$ cat src/design/sus_pkg.sv
// ----------------------------------------------------------------------------
// sus_pkg
// Shared types and codes for the sorted unique set core.
// ----------------------------------------------------------------------------
package sus_pkg;

    localparam int CAPACITY_DEF = 32;
    localparam int VALUE_W      = 32;

    localparam logic [1:0] CMD_INSERT = 2'd0;
    localparam logic [1:0] CMD_REMOVE = 2'd1;
    localparam logic [1:0] CMD_DUMP   = 2'd2;

    localparam logic [2:0] ST_INSERTED  = 3'd0;
    localparam logic [2:0] ST_DUPLICATE = 3'd1;
    localparam logic [2:0] ST_REMOVED   = 3'd2;
    localparam logic [2:0] ST_ABSENT    = 3'd3;
    localparam logic [2:0] ST_FULL      = 3'd4;
    localparam logic [2:0] ST_LISTED    = 3'd5;
    localparam logic [2:0] ST_EMPTY     = 3'd6;

    typedef struct packed {
        logic [1:0]                command;
        logic signed [VALUE_W-1:0] value;
    } t_cmd_beat;

    typedef struct packed {
        logic [2:0]                status;
        logic signed [VALUE_W-1:0] element;
        logic [5:0]                count;
        logic                      last;
    } t_result_beat;

endpackage

$ cat src/design/sus_ram.sv
// ----------------------------------------------------------------------------
// sus_ram
// Generic simple dual-port RAM, one write and one registered read port.
// ----------------------------------------------------------------------------
module sus_ram #(
    parameter int WIDTH = 32,
    parameter int DEPTH = 32,
    parameter int AW    = (DEPTH > 1) ? $clog2(DEPTH) : 1
) (
    input  logic             i_clk,
    input  logic             i_we,
    input  logic [AW-1:0]    i_waddr,
    input  logic [WIDTH-1:0] i_wdata,
    input  logic             i_re,
    input  logic [AW-1:0]    i_raddr,
    output logic [WIDTH-1:0] o_rdata
);

    logic [WIDTH-1:0] r_mem [DEPTH];
    logic [WIDTH-1:0] r_rdata;

    always_ff @(posedge i_clk) begin
        if (i_we) begin
            r_mem[i_waddr] <= i_wdata;
        end
        if (i_re) begin
            r_rdata <= r_mem[i_raddr];
        end
    end

    assign o_rdata = r_rdata;

endmodule

$ cat src/design/sorted_unique_set_core.sv
// ----------------------------------------------------------------------------
// sorted_unique_set_core
// Ascending set of signed 32-bit values with no repeats, held in a RAM.
// ----------------------------------------------------------------------------
// Usage: drive i_cmd and pulse i_start while o_busy is low; the beat is
// taken on that edge. Insert and remove walk the table once from the
// bottom, one RAM entry per cycle, shifting entries through the single
// read/write pass (insert carries each displaced entry one slot up,
// remove writes each later entry one slot down). A duplicate, full or
// not-present outcome ends an operation as soon as the search reaches
// the value. A dump emits one listed entry per cycle, starting once the
// first entry has been read from the RAM, the final one flagged by last;
// an empty set gives a single empty result in the cycle after the beat.
// Each result shows on o_result for one cycle with o_strobe high; the
// receiver cannot stall. A new command is taken in the cycle after the
// last result of the previous one is registered. Synchronous reset
// empties the set; RAM contents are not cleared, only the occupancy.
// ----------------------------------------------------------------------------
module sorted_unique_set_core
    import sus_pkg::*;
#(
    parameter int CAPACITY = CAPACITY_DEF
) (
    input  logic         i_clk,
    input  logic         i_rst_n,
    input  logic         i_start,
    input  t_cmd_beat    i_cmd,
    output logic         o_busy,
    output logic         o_strobe,
    output t_result_beat o_result
);

    localparam int AW = (CAPACITY > 1) ? $clog2(CAPACITY) : 1;
    localparam int CW = $clog2(CAPACITY + 1);

    typedef enum logic {
        S_IDLE,
        S_WALK
    } t_state;

    t_state                    r_state, n_state;
    logic [1:0]                r_cmd, n_cmd;
    logic signed [VALUE_W-1:0] r_val, n_val;
    logic [CW-1:0]             r_occ, n_occ;
    logic [CW-1:0]             r_ra, n_ra;
    logic                      r_rv, n_rv;
    logic [AW-1:0]             r_pa, n_pa;
    logic                      r_found, n_found;
    logic signed [VALUE_W-1:0] r_carry, n_carry;
    logic                      r_strobe, n_strobe;
    t_result_beat              r_res, n_res;
    t_result_beat              res_d;

    logic                      ram_we;
    logic [AW-1:0]             ram_waddr;
    logic [VALUE_W-1:0]        ram_wdata;
    logic                      ram_re;
    logic [VALUE_W-1:0]        ram_rdata;
    logic signed [VALUE_W-1:0] rd;
    logic                      rd_lt, rd_eq, full;
    logic [CW+5:0]             cnt_ext;

    sus_ram #(
        .WIDTH (VALUE_W),
        .DEPTH (CAPACITY),
        .AW    (AW)
    ) u_ram (
        .i_clk   (i_clk),
        .i_we    (ram_we),
        .i_waddr (ram_waddr),
        .i_wdata (ram_wdata),
        .i_re    (ram_re),
        .i_raddr (r_ra[AW-1:0]),
        .o_rdata (ram_rdata)
    );

    assign rd      = $signed(ram_rdata);
    assign rd_lt   = rd < r_val;
    assign rd_eq   = rd == r_val;
    assign full    = r_occ == CW'(CAPACITY);
    assign cnt_ext = {6'd0, n_occ};

    always_comb begin
        n_state   = r_state;
        n_cmd     = r_cmd;
        n_val     = r_val;
        n_occ     = r_occ;
        n_ra      = r_ra;
        n_rv      = r_rv;
        n_pa      = r_pa;
        n_found   = r_found;
        n_carry   = r_carry;
        n_strobe  = 1'b0;
        n_res     = r_res;
        n_res.count = '0;
        ram_we    = 1'b0;
        ram_waddr = r_pa;
        ram_wdata = r_val;
        ram_re    = 1'b0;

        case (r_state)
            S_IDLE: begin
                if (i_start) begin
                    n_cmd   = i_cmd.command;
                    n_val   = i_cmd.value;
                    n_ra    = '0;
                    n_rv    = 1'b0;
                    n_found = 1'b0;
                    case (i_cmd.command)
                        CMD_INSERT, CMD_REMOVE: begin
                            n_state = S_WALK;
                        end
                        CMD_DUMP: begin
                            if (r_occ == '0) begin
                                n_strobe      = 1'b1;
                                n_res.status  = ST_EMPTY;
                                n_res.element = i_cmd.value;
                                n_res.last    = 1'b1;
                            end else begin
                                n_state = S_WALK;
                            end
                        end
                        default: begin
                        end
                    endcase
                end
            end
            S_WALK: begin
                if (r_ra < r_occ) begin
                    ram_re = 1'b1;
                    n_ra   = r_ra + 1'b1;
                    n_rv   = 1'b1;
                    n_pa   = r_ra[AW-1:0];
                end else begin
                    n_rv = 1'b0;
                end

                n_res.element = r_val;
                n_res.last    = 1'b1;

                if (r_rv) begin
                    case (r_cmd)
                        CMD_INSERT: begin
                            if (r_found) begin
                                ram_we    = 1'b1;
                                ram_wdata = r_carry;
                                n_carry   = rd;
                            end else if (rd_eq) begin
                                n_strobe     = 1'b1;
                                n_res.status = ST_DUPLICATE;
                                n_state      = S_IDLE;
                            end else if (!rd_lt) begin
                                if (full) begin
                                    n_strobe     = 1'b1;
                                    n_res.status = ST_FULL;
                                    n_state      = S_IDLE;
                                end else begin
                                    ram_we    = 1'b1;
                                    ram_wdata = r_val;
                                    n_carry   = rd;
                                    n_found   = 1'b1;
                                end
                            end
                        end
                        CMD_REMOVE: begin
                            if (r_found) begin
                                ram_we    = 1'b1;
                                ram_waddr = r_pa - 1'b1;
                                ram_wdata = rd;
                            end else if (rd_eq) begin
                                n_found = 1'b1;
                            end else if (!rd_lt) begin
                                n_strobe     = 1'b1;
                                n_res.status = ST_ABSENT;
                                n_state      = S_IDLE;
                            end
                        end
                        default: begin
                            n_strobe      = 1'b1;
                            n_res.status  = ST_LISTED;
                            n_res.element = rd;
                            n_res.last    = r_ra == r_occ;
                            if (r_ra == r_occ) begin
                                n_state = S_IDLE;
                            end
                        end
                    endcase
                end else if (r_ra == r_occ) begin
                    n_strobe = 1'b1;
                    n_state  = S_IDLE;
                    case (r_cmd)
                        CMD_INSERT: begin
                            if (full && !r_found) begin
                                n_res.status = ST_FULL;
                            end else begin
                                ram_we       = 1'b1;
                                ram_waddr    = r_occ[AW-1:0];
                                ram_wdata    = r_found ? r_carry : r_val;
                                n_occ        = r_occ + 1'b1;
                                n_res.status = ST_INSERTED;
                            end
                        end
                        CMD_REMOVE: begin
                            if (r_found) begin
                                n_occ        = r_occ - 1'b1;
                                n_res.status = ST_REMOVED;
                            end else begin
                                n_res.status = ST_ABSENT;
                            end
                        end
                        default: begin
                            n_strobe = 1'b0;
                        end
                    endcase
                end
            end
            default: begin
                n_state = S_IDLE;
            end
        endcase
    end

    always_comb begin
        res_d       = n_res;
        res_d.count = cnt_ext[5:0];
    end

    always_ff @(posedge i_clk) begin
        if (!i_rst_n) begin
            r_state  <= S_IDLE;
            r_occ    <= '0;
            r_ra     <= '0;
            r_rv     <= 1'b0;
            r_found  <= 1'b0;
            r_strobe <= 1'b0;
        end else begin
            r_state  <= n_state;
            r_occ    <= n_occ;
            r_ra     <= n_ra;
            r_rv     <= n_rv;
            r_found  <= n_found;
            r_strobe <= n_strobe;
        end
        r_cmd   <= n_cmd;
        r_val   <= n_val;
        r_pa    <= n_pa;
        r_carry <= n_carry;
        if (n_strobe) begin
            r_res <= res_d;
        end
    end

    assign o_busy   = r_state != S_IDLE;
    assign o_strobe = r_strobe;
    assign o_result = r_res;

`ifndef SYNTHESIS
    a_occ_bound: assert property (@(posedge i_clk) disable iff (!i_rst_n)
        r_occ <= CW'(CAPACITY))
        else $error("occupancy above capacity");

    a_walk_bound: assert property (@(posedge i_clk) disable iff (!i_rst_n)
        r_state == S_WALK |-> r_ra <= r_occ)
        else $error("read pointer past occupancy");

    a_write_in_walk: assert property (@(posedge i_clk) disable iff (!i_rst_n)
        ram_we |-> r_state == S_WALK)
        else $error("RAM write outside walk");

    a_insert_count: assert property (@(posedge i_clk) disable iff (!i_rst_n)
        r_strobe && r_res.status == ST_INSERTED |-> r_occ == $past(r_occ) + 1'b1)
        else $error("insert did not grow the set");

    a_remove_count: assert property (@(posedge i_clk) disable iff (!i_rst_n)
        r_strobe && r_res.status == ST_REMOVED |-> r_occ == $past(r_occ) - 1'b1)
        else $error("remove did not shrink the set");
`endif

endmodule

$ cat config.mk
export PLATFORM = sky130hd
export DESIGN_NAME = sorted_unique_set_core
export DESIGN_NICKNAME = d
export VERILOG_FILES = /design/src/design/sus_pkg.sv /design/src/design/sus_ram.sv /design/src/design/sorted_unique_set_core.sv
export SDC_FILE = /design/constraint.sdc
export NUM_CORES = 1
export LEC_CHECK = 0
export BUFFER_PORTS_ARGS = -buffer_cell sky130_fd_sc_hd__buf_2
export CORE_MARGIN = 2
export CORE_UTILIZATION = 60
export CTS_CLUSTER_DIAMETER = 150
export DETAILED_ROUTE_END_ITERATION = 10
export GPL_TIMING_DRIVEN = 0
export PLACE_DENSITY_LB_ADDON = 0.05
export RECOVER_POWER = 100
export SKIP_LAST_GASP = 1
export SLEW_MARGIN = 25
export SYNTH_ARGS = -nofsm -noshare
export SYNTH_HDL_FRONTEND = slang
export SYNTH_SLANG_ARGS = --single-unit
$ cat constraint.sdc
create_clock -name i_clk -period 7.8 [get_ports i_clk]
set_input_delay 1.95 -clock i_clk [delete_from_list [all_inputs] [get_ports i_clk]]
set_output_delay 1.95 -clock i_clk [all_outputs]
set_load 0.01 [all_outputs]
==> results.md, run 1 <==
* Sequential area share after synthesis at 75.11%
* Transition time at the pin with the least slew margin at 1888 ps
* Part of the power in registers at 55.6%
* Die extent in x at 284.4 um
* Initial standard-cell utilization of the core at 60.78%
* Post-layout net count at 2579
* Detailed-route via count at 24390
* Crit path max fanout at 10
* I/O pin cnt at 81
* 1st-pass router iterations at 8
* Clock Power Share at 42.3%
* Fraction of power spent switching nets at 19.96%
* Async SR Flop Fraction at 0%
* Number of hold-repair buffers added at the cts stage at 0
* Unrepaired setup endpoints after global routing: no
* Clock Path Buffers at 3
* Hold path startpoint: r_ra[4]
* Total of cells resized after clock tree synthesis at 0
* FF-to-FF Start: r_ra[0]
* Port Buf Inserts at 80
* Detail Route Antenna Nets at 0
* Violations in the final reports: max-capacitance violations, max-slew violations
* Library cells used by synthesis at 72
* Nature of the critical path startpoint: flip-flop
* Largest net degree at the start of global routing at 33
* Largest cells by area after synthesis: edfxtp_1 74%, mux4_2 15%, ha_1 1.1%
* Fraction of synthesized cell area taken by the top area cell type at 74.43%
* Total core area at 77590 um2
* # H-tree levels at 3
* Clock transition time at the flip-flop clock pins of the worst setup and hold paths at 60 ps
* Floorplan die height at 284.4 um
* Remaining DRCs at 0
* Flip-flop cell with the highest count after synthesis: edfxtp_1
* Gate power share at 2.1%
* Final Critical Period at 6579 ps
* Number of non-filler instances in the completed layout at 3636
* Fmax at 152.0 MHz
* Net count of the mapped netlist at 2284
* Via/cell ratio at 6.707
* Buffer type at the clock tree root: clkbuf_16
* Largest area contributor in the synthesized netlist: edfxtp_1
* Critical path required time at 8170 ps
* Max VDD drop at 0.2610 mV
* Placed cell count at 3420
* PwrDens at 235.5 nW/um2
* TritonCTS clock tree: built
* Cell Area, Synth at 47170 um2
* Vias in the first global route at 24440
* Leakage at 16.98 nW
* Setup repair bufs after CTS at 0
* Routed WL per cell at 33.62 um
* EDFF count, synth at 1169
* Warning count from the yosys run at 0
* Global-route wire length before repair at 173400 um
* Final Routed Wirelength at 122200 um
* Min Hold Slack at 490.7 ps
* Result of the run: finished, violations left
* Iter 0 DRT Violations at 3372
* Half-perimeter wire length of the detailed placement result at 83120 um
* CP Launch Point: r_ra[0]
* Crit end category: flip-flop
* Final worst path period share at 84.35%
* Number of buffers created by CTS at 117
* Remaining global-route overflow at 0
* Synthesized area divided by synthesized cell count at 21.39 um2
* Share of layout cells above drive strength 1 at 25.31%
* Worst relative slew slack at -25.85%
* Area of the multi-input gates at 10940 um2
* Number of pins exceeding their max-slew limit in the final report at 132
* Number of inserted filler cells in the final layout at 4924
* Diodes inserted at 0
* Setup clock skew after layout at 27.36 ps
* Synthesized flop and latch total at 1185
* Post-Syn Instances at 2205
* FF+latch area at 35420 um2
* Worst-skew pair later-pin latency at 700 ps
* Net Sw Power at 2.530 mW
* Layout overhead on the synthesized area at 14.09%
* Type of the worst setup path: reg2reg
* Max_cap viols at 8
* Number of cell rows at 102
* Data arrival time of the critical path at 6950 ps
* Antenna violations before repair at 0
* Total internal power at 10.14 mW
* Worst hold path class: reg2reg
* Gp weighted congestion at 0.9007
* Die Outline Area at 80870 um2
* Overall track demand over capacity in global routing at 30.60%
* Final hold violation count at 0
* Setup violations, final at 0
* # clock sinks at 1185
-- Yosys cell counts, drive strengths merged (3+ instances only) --
cell type,number
o22ai,8
nand4b,3
mux2i,37
or3,4
nand4,14
nor2,80
edfxtp,1169
and3,4
dfxtp,16
nand2,27
nor3,19
and2,10
nand3,23
buf,45
a222oi,30
nand2b,8
clkbuf,72
mux2,34
inv,85
nand3b,3
o21ai,20
a21o,4
a211oi,4
a21boi,4
nor4,5
mux4,320
ha,42
xnor2,3
a221oi,3
a21oi,68
o31ai,5
nor2b,8
-- worst paths after layout --
check,to,slack (ps),cells after the start
hold reg to reg,r_pa[4],490,0
hold / removal,r_pa[4],490,0
setup / recovery,u_ram.r_mem[19][9],1220,16
setup reg to reg,u_ram.r_mem[19][9],1220,16
-- power groups by stage --
stage / combinational (mW) / sequential, mW / clock (mW)
3_3_place_gp: 0.243 / 7.18 / 0
3_5_place_dp: 0.269 / 7.18 / 0
4_1_cts: 0.271 / 7.05 / 5.41
5_1_grt: 0.282 / 7.05 / 5.65
2_1_floorplan: 0.143 / 7.18 / 0
6_report: 0.262 / 7.05 / 5.36
-- kinds of logic (layout without fill, tap and decap cells) --
| family | after synthesis | after routing | synth area share (%) |
|---|---|---|---|
| flip-flops | 1185 | 1185 | 75.11 |
| AND/OR/NAND/NOR | 215 | 215 | 2.504 |
| multiplexers | 391 | 391 | 16.88 |
| XOR/XNOR | 5 | 5 | 0.09287 |
| buffers and inverters | 202 | 593 | 1.767 |
| adder cells (fa/ha/maj) | 42 | 42 | 1.114 |
| AO/OA/AOI/OAI | 165 | 165 | 2.539 |
-- flip-flops by register name (all words and copies together), names as in the netlist --
name           flops
o_result          42
r_carry           32
r_pa               5
r_ra               6
r_occ              6
u_ram.r_mem     1024
r_rv               1
u_ram.o_rdata     32
r_cmd              2
o_strobe           1
o_busy             1
r_found            1
r_val             32
-- cell usage in the layout, fill, tap and decap left out, drive strengths merged, types with 23 or more instances in the layout --
cell type and count:
mux2i 37, a222oi 30, mux4 320, clkinv 56, nand2 27, edfxtp 1169
nand3 23, ha 42, buf 111, inv 84, clkbuf 334, a21oi 68
mux2 34, nor2 80
-- area by class of cell --
cell class                 instances  share of cell area [%]
buffer                           117                  0.9603
clock buffer                     152                   5.838
clock inverter                    63                  0.9324
inverter                          85                  0.5929
multi-input combinational        818                   20.32
sequential                      1185                   65.83
tap                             1040                   2.418
timing repair buffer             176                   3.106
-- worst max-delay path, stage by stage (launching register included) --
cell	delay [ps]
dfxtp_1	390
clkbuf_1	640
clkbuf_1	630
clkbuf_1	680
inv_1	130
ha_1	320
nand2_1	80
or2_1	210
clkbuf_1	190
or3_1	370
clkbuf_1	210
nor3_4	270
a221o_2	270
nand2_1	120
nor3_1	1130
buf_4	360
buf_4	220
-- per-layer routing --
layer	track usage, %	wire length [um]	share of wire, %
met3	6.300	11900	9.7
met1	43.25	47070	39
met2	48.21	58570	48
met4	11.14	4688	3.8
met5	0	0	0
-- per-stage QoR --
step / cell area [um2] / utilization, % / TNS (ps) / setup WS, ps / total power, mW
5_1_grt: 53810 / 69.35 / 0 / 1092 / 12.98
3_5_place_dp: 50780 / 65.45 / 0 / 2531 / 7.450
6_report: 53810 / 69.35 / 0 / 1221 / 12.67
2_1_floorplan: 47170 / - / 0 / 2510 / 7.322
3_3_place_gp: 48870 / 62.98 / -361090 / -2299 / 7.424
4_1_cts: 54430 / 70.14 / 0 / 2448 / 12.73
Note: power is estimated with default switching activity, not from simulation.
==> run 2, diff against run 1 <==
clock period = 6.2 ns   (was 7.8 ns; I/O delays follow)
==> run 2 against run 1 <==
Compared with the run above: via count is 0.56% higher; the run still ends with max-capacitance violations, max-slew violations left; largest power group unchanged; global-route usage unchanged; routed wire length about the same; final cell count stayed put; setup slack got worse by 920 ps.
==> results.md, run 2 (synthesized netlist as in run 1, its figures left out) <==
* Initial standard-cell utilization of the core at 60.78% (unchanged)
* Number of buffers created by CTS at 117 (unchanged)
* Largest net degree at the start of global routing at 33 (unchanged)
* Setup violations, final at 0 (unchanged)
* Leakage at 16.97 nW (about the same)
* Type of the worst setup path: reg2reg
* Biggest register: u_ram.r_mem
* Iter 0 DRT Violations at 3364 (-0.24%)
* I/O pin cnt at 81 (unchanged)
* Number of cells on the worst hold path at 0 (unchanged)
* Number of pins exceeding their max-slew limit in the final report at 125 (-5.3%)
* Total of cells resized after clock tree synthesis at 0 (unchanged)
* Floorplan die height at 284.4 um (unchanged)
* FF-to-FF Start: r_val[31]
* Routed WL per cell at 33.61 um (about the same)
* Share of layout cells above drive strength 1 at 25.39% (+0.077 points)
* Remaining DRCs at 0 (unchanged)
* Uppermost layer routed: met4
* Die extent in x at 284.4 um (unchanged)
* Number of inserted filler cells in the final layout at 4936 (+0.24%)
* Worst R2R Setup Slack at 300 ps (-920 ps)
* Post-layout net count at 2579 (unchanged)
* Unrepaired setup endpoints after global routing: no
* Half-perimeter wire length of the detailed placement result at 83120 um (unchanged)
* Die Outline Area at 80870 um2 (unchanged)
* # H-tree levels at 3 (unchanged)
* Gp weighted congestion at 0.9007 (unchanged)
* Data arrival time of the critical path at 6290 ps (-660 ps)
* FF+latch area at 35420 um2 (unchanged)
* Wire length on met3 at 12190 um (+2.5%)
* Result of the run: finished, violations left
* Post-route met1 wirelength at 46760 um (-0.67%)
* Met2 wirelength from detailed routing at 58670 um (+0.16%)
* Max VDD drop at 0.3280 mV (+26%)
* Detail Route Antenna Nets at 0 (unchanged)
* Violations in the final reports: max-capacitance violations, max-slew violations
* Via/cell ratio at 6.745 (+0.56%)
* Max_cap viols at 9 (+1)
* Crit path max fanout at 7 (-3)
* Final Critical Period at 5903 ps (-676.4 ps)
* Nature of the critical path startpoint: flip-flop
* Worst-skew pair later-pin latency at 700 ps (about the same)
* Antenna violations before repair at 0 (unchanged)
* PwrDens at 297.1 nW/um2 (+26%)
* Commonest cells after routing, fill and taps aside: 1169 x edfxtp_1, 320 x mux4_2, 193 x clkbuf_1, 119 x clkbuf_16, 82 x inv_1
* Buffer type at the clock tree root: clkbuf_16
* Number of hold-repair buffers added at the cts stage at 0 (unchanged)
* Port Buf Inserts at 80 (unchanged)
* Crit end category: flip-flop
* Remaining global-route overflow at 0 (unchanged)
* Share of the core filled with cells in the final layout at 69.16% (-0.19 points)
* Number of cell rows at 102 (unchanged)
* Capture endpoint of the worst hold path: r_pa[4]
* Area of the multi-input gates at 10900 um2 (-0.32%)
* Hold path startpoint: r_ra[4]
* Worst relative slew slack at -26.73% (-0.89 points)
* Clock transition time at the flip-flop clock pins of the worst setup and hold paths at 60 ps (about the same)
* Layout overhead on the synthesized area at 13.78%
* Diodes inserted at 0 (unchanged)
* Leading cell type in the layout, fill and taps excluded: edfxtp_1
* Worst flop-to-flop path endpoint: u_ram.r_mem[19][21]
* Max reg flops at 1024 (unchanged)
* Total core area at 77590 um2 (unchanged)
* Global-route wire length before repair at 173400 um (unchanged)
* Final Routed Wirelength at 122200 um (about the same)
* Vias in the first global route at 24440 (unchanged)
* Worst hold path class: reg2reg
* Number of non-filler instances in the completed layout at 3636 (unchanged)
* Setup clock skew after layout at 27.62 ps (+0.2626 ps)
* TritonCTS clock tree: built
* Clock Path Buffers at 3 (unchanged)
* Final worst path period share at 95.21% (+11 points)
* Transition time at the pin with the least slew margin at 1901 ps (+13.29 ps)
* Placed cell count at 3420 (unchanged)
* Fmax at 169.4 MHz (+11%)
* 1st-pass router iterations at 8 (unchanged)
* Detailed-route via count at 24520 (+0.56%)
* Overall track demand over capacity in global routing at 30.60% (unchanged)
* Setup repair bufs after CTS at 0 (unchanged)
* Final hold violation count at 0 (unchanged)
* Critical path required time at 6580 ps (-1590 ps)
* Worst-case reg-to-reg path depth at 11 (-5)
* # clock sinks at 1185 (unchanged)
==> run 2: how the worst max path moves through the flow <==
stage	start	end	slack, ps	cells past startpoint
after floorplan	r_ra[0]	u_ram.r_mem[17][0]	910	14
after global placement	r_val[31]	u_ram.r_mem[1][7]	-3900	8
after detailed placement	r_ra[0]	u_ram.r_mem[27][16]	930	17
after CTS	r_ra[0]	u_ram.r_mem[24][30]	850	12
after global routing	r_ra[0]	u_ram.r_mem[19][9]	310	16
final	r_val[31]	u_ram.r_mem[19][21]	300	11
==> run 2: layer usage <==
metal | track usage [%] | up-vias
li1 | - | 9838
met1 | 43.25 | 12880
met2 | 48.21 | 1535
met3 | 6.300 | 270
met4 | 11.14 | 0
met5 | 0 | -
==> run 2: where the power goes <==
| part | switching, mW | total [mW] | internal [mW] |
|---|---|---|---|
| Sequential | 0.0194 | 8.87 | 8.85 |
| Combinational | 0.256 | 0.331 | 0.0750 |
| Clock | 2.91 | 6.74 | 3.84 |
| Total | 3.18 | 15.9 | 12.8 |
==> run 2: final cells by class <==
cell class / instances / area share, %
sequential: 1185 / 66.01
multi-input combinational: 818 / 20.31
clock buffer: 152 / 5.855
timing repair buffer: 176 / 2.908
tap: 1040 / 2.425
buffer: 117 / 0.9583
clock inverter: 63 / 0.9350
inverter: 85 / 0.5946
==> run 2: metrics by stage <==
step | setup WS, ps | setup TNS [ps] | area [um2] | power, mW | hold slack (ps)
final | 297.1 | 0 | 53660 | 15.94 | 487.4
after global routing | 311.1 | 0 | 53660 | 16.33 | 506.5
after CTS | 847.8 | 0 | 54430 | 16.01 | 482.3
after detailed placement | 930.6 | 0 | 50780 | 9.373 | 467.3
after global placement | -3899 | -1420280 | 48870 | 9.340 | 455.9
after floorplan | 910.4 | 0 | 47170 | 9.211 | 428.8
==> run 2: worst max-delay path, stage by stage (launching register included) <==
cell      delay (ps)
edfxtp_1         440
inv_1            100
ha_1             410
nand4_1          250
nor4_1          1280
o41ai_2          220
clkbuf_1         330
a21oi_1          510
a21oi_1          290
nor3_1          1170
buf_4            370
buf_4            210
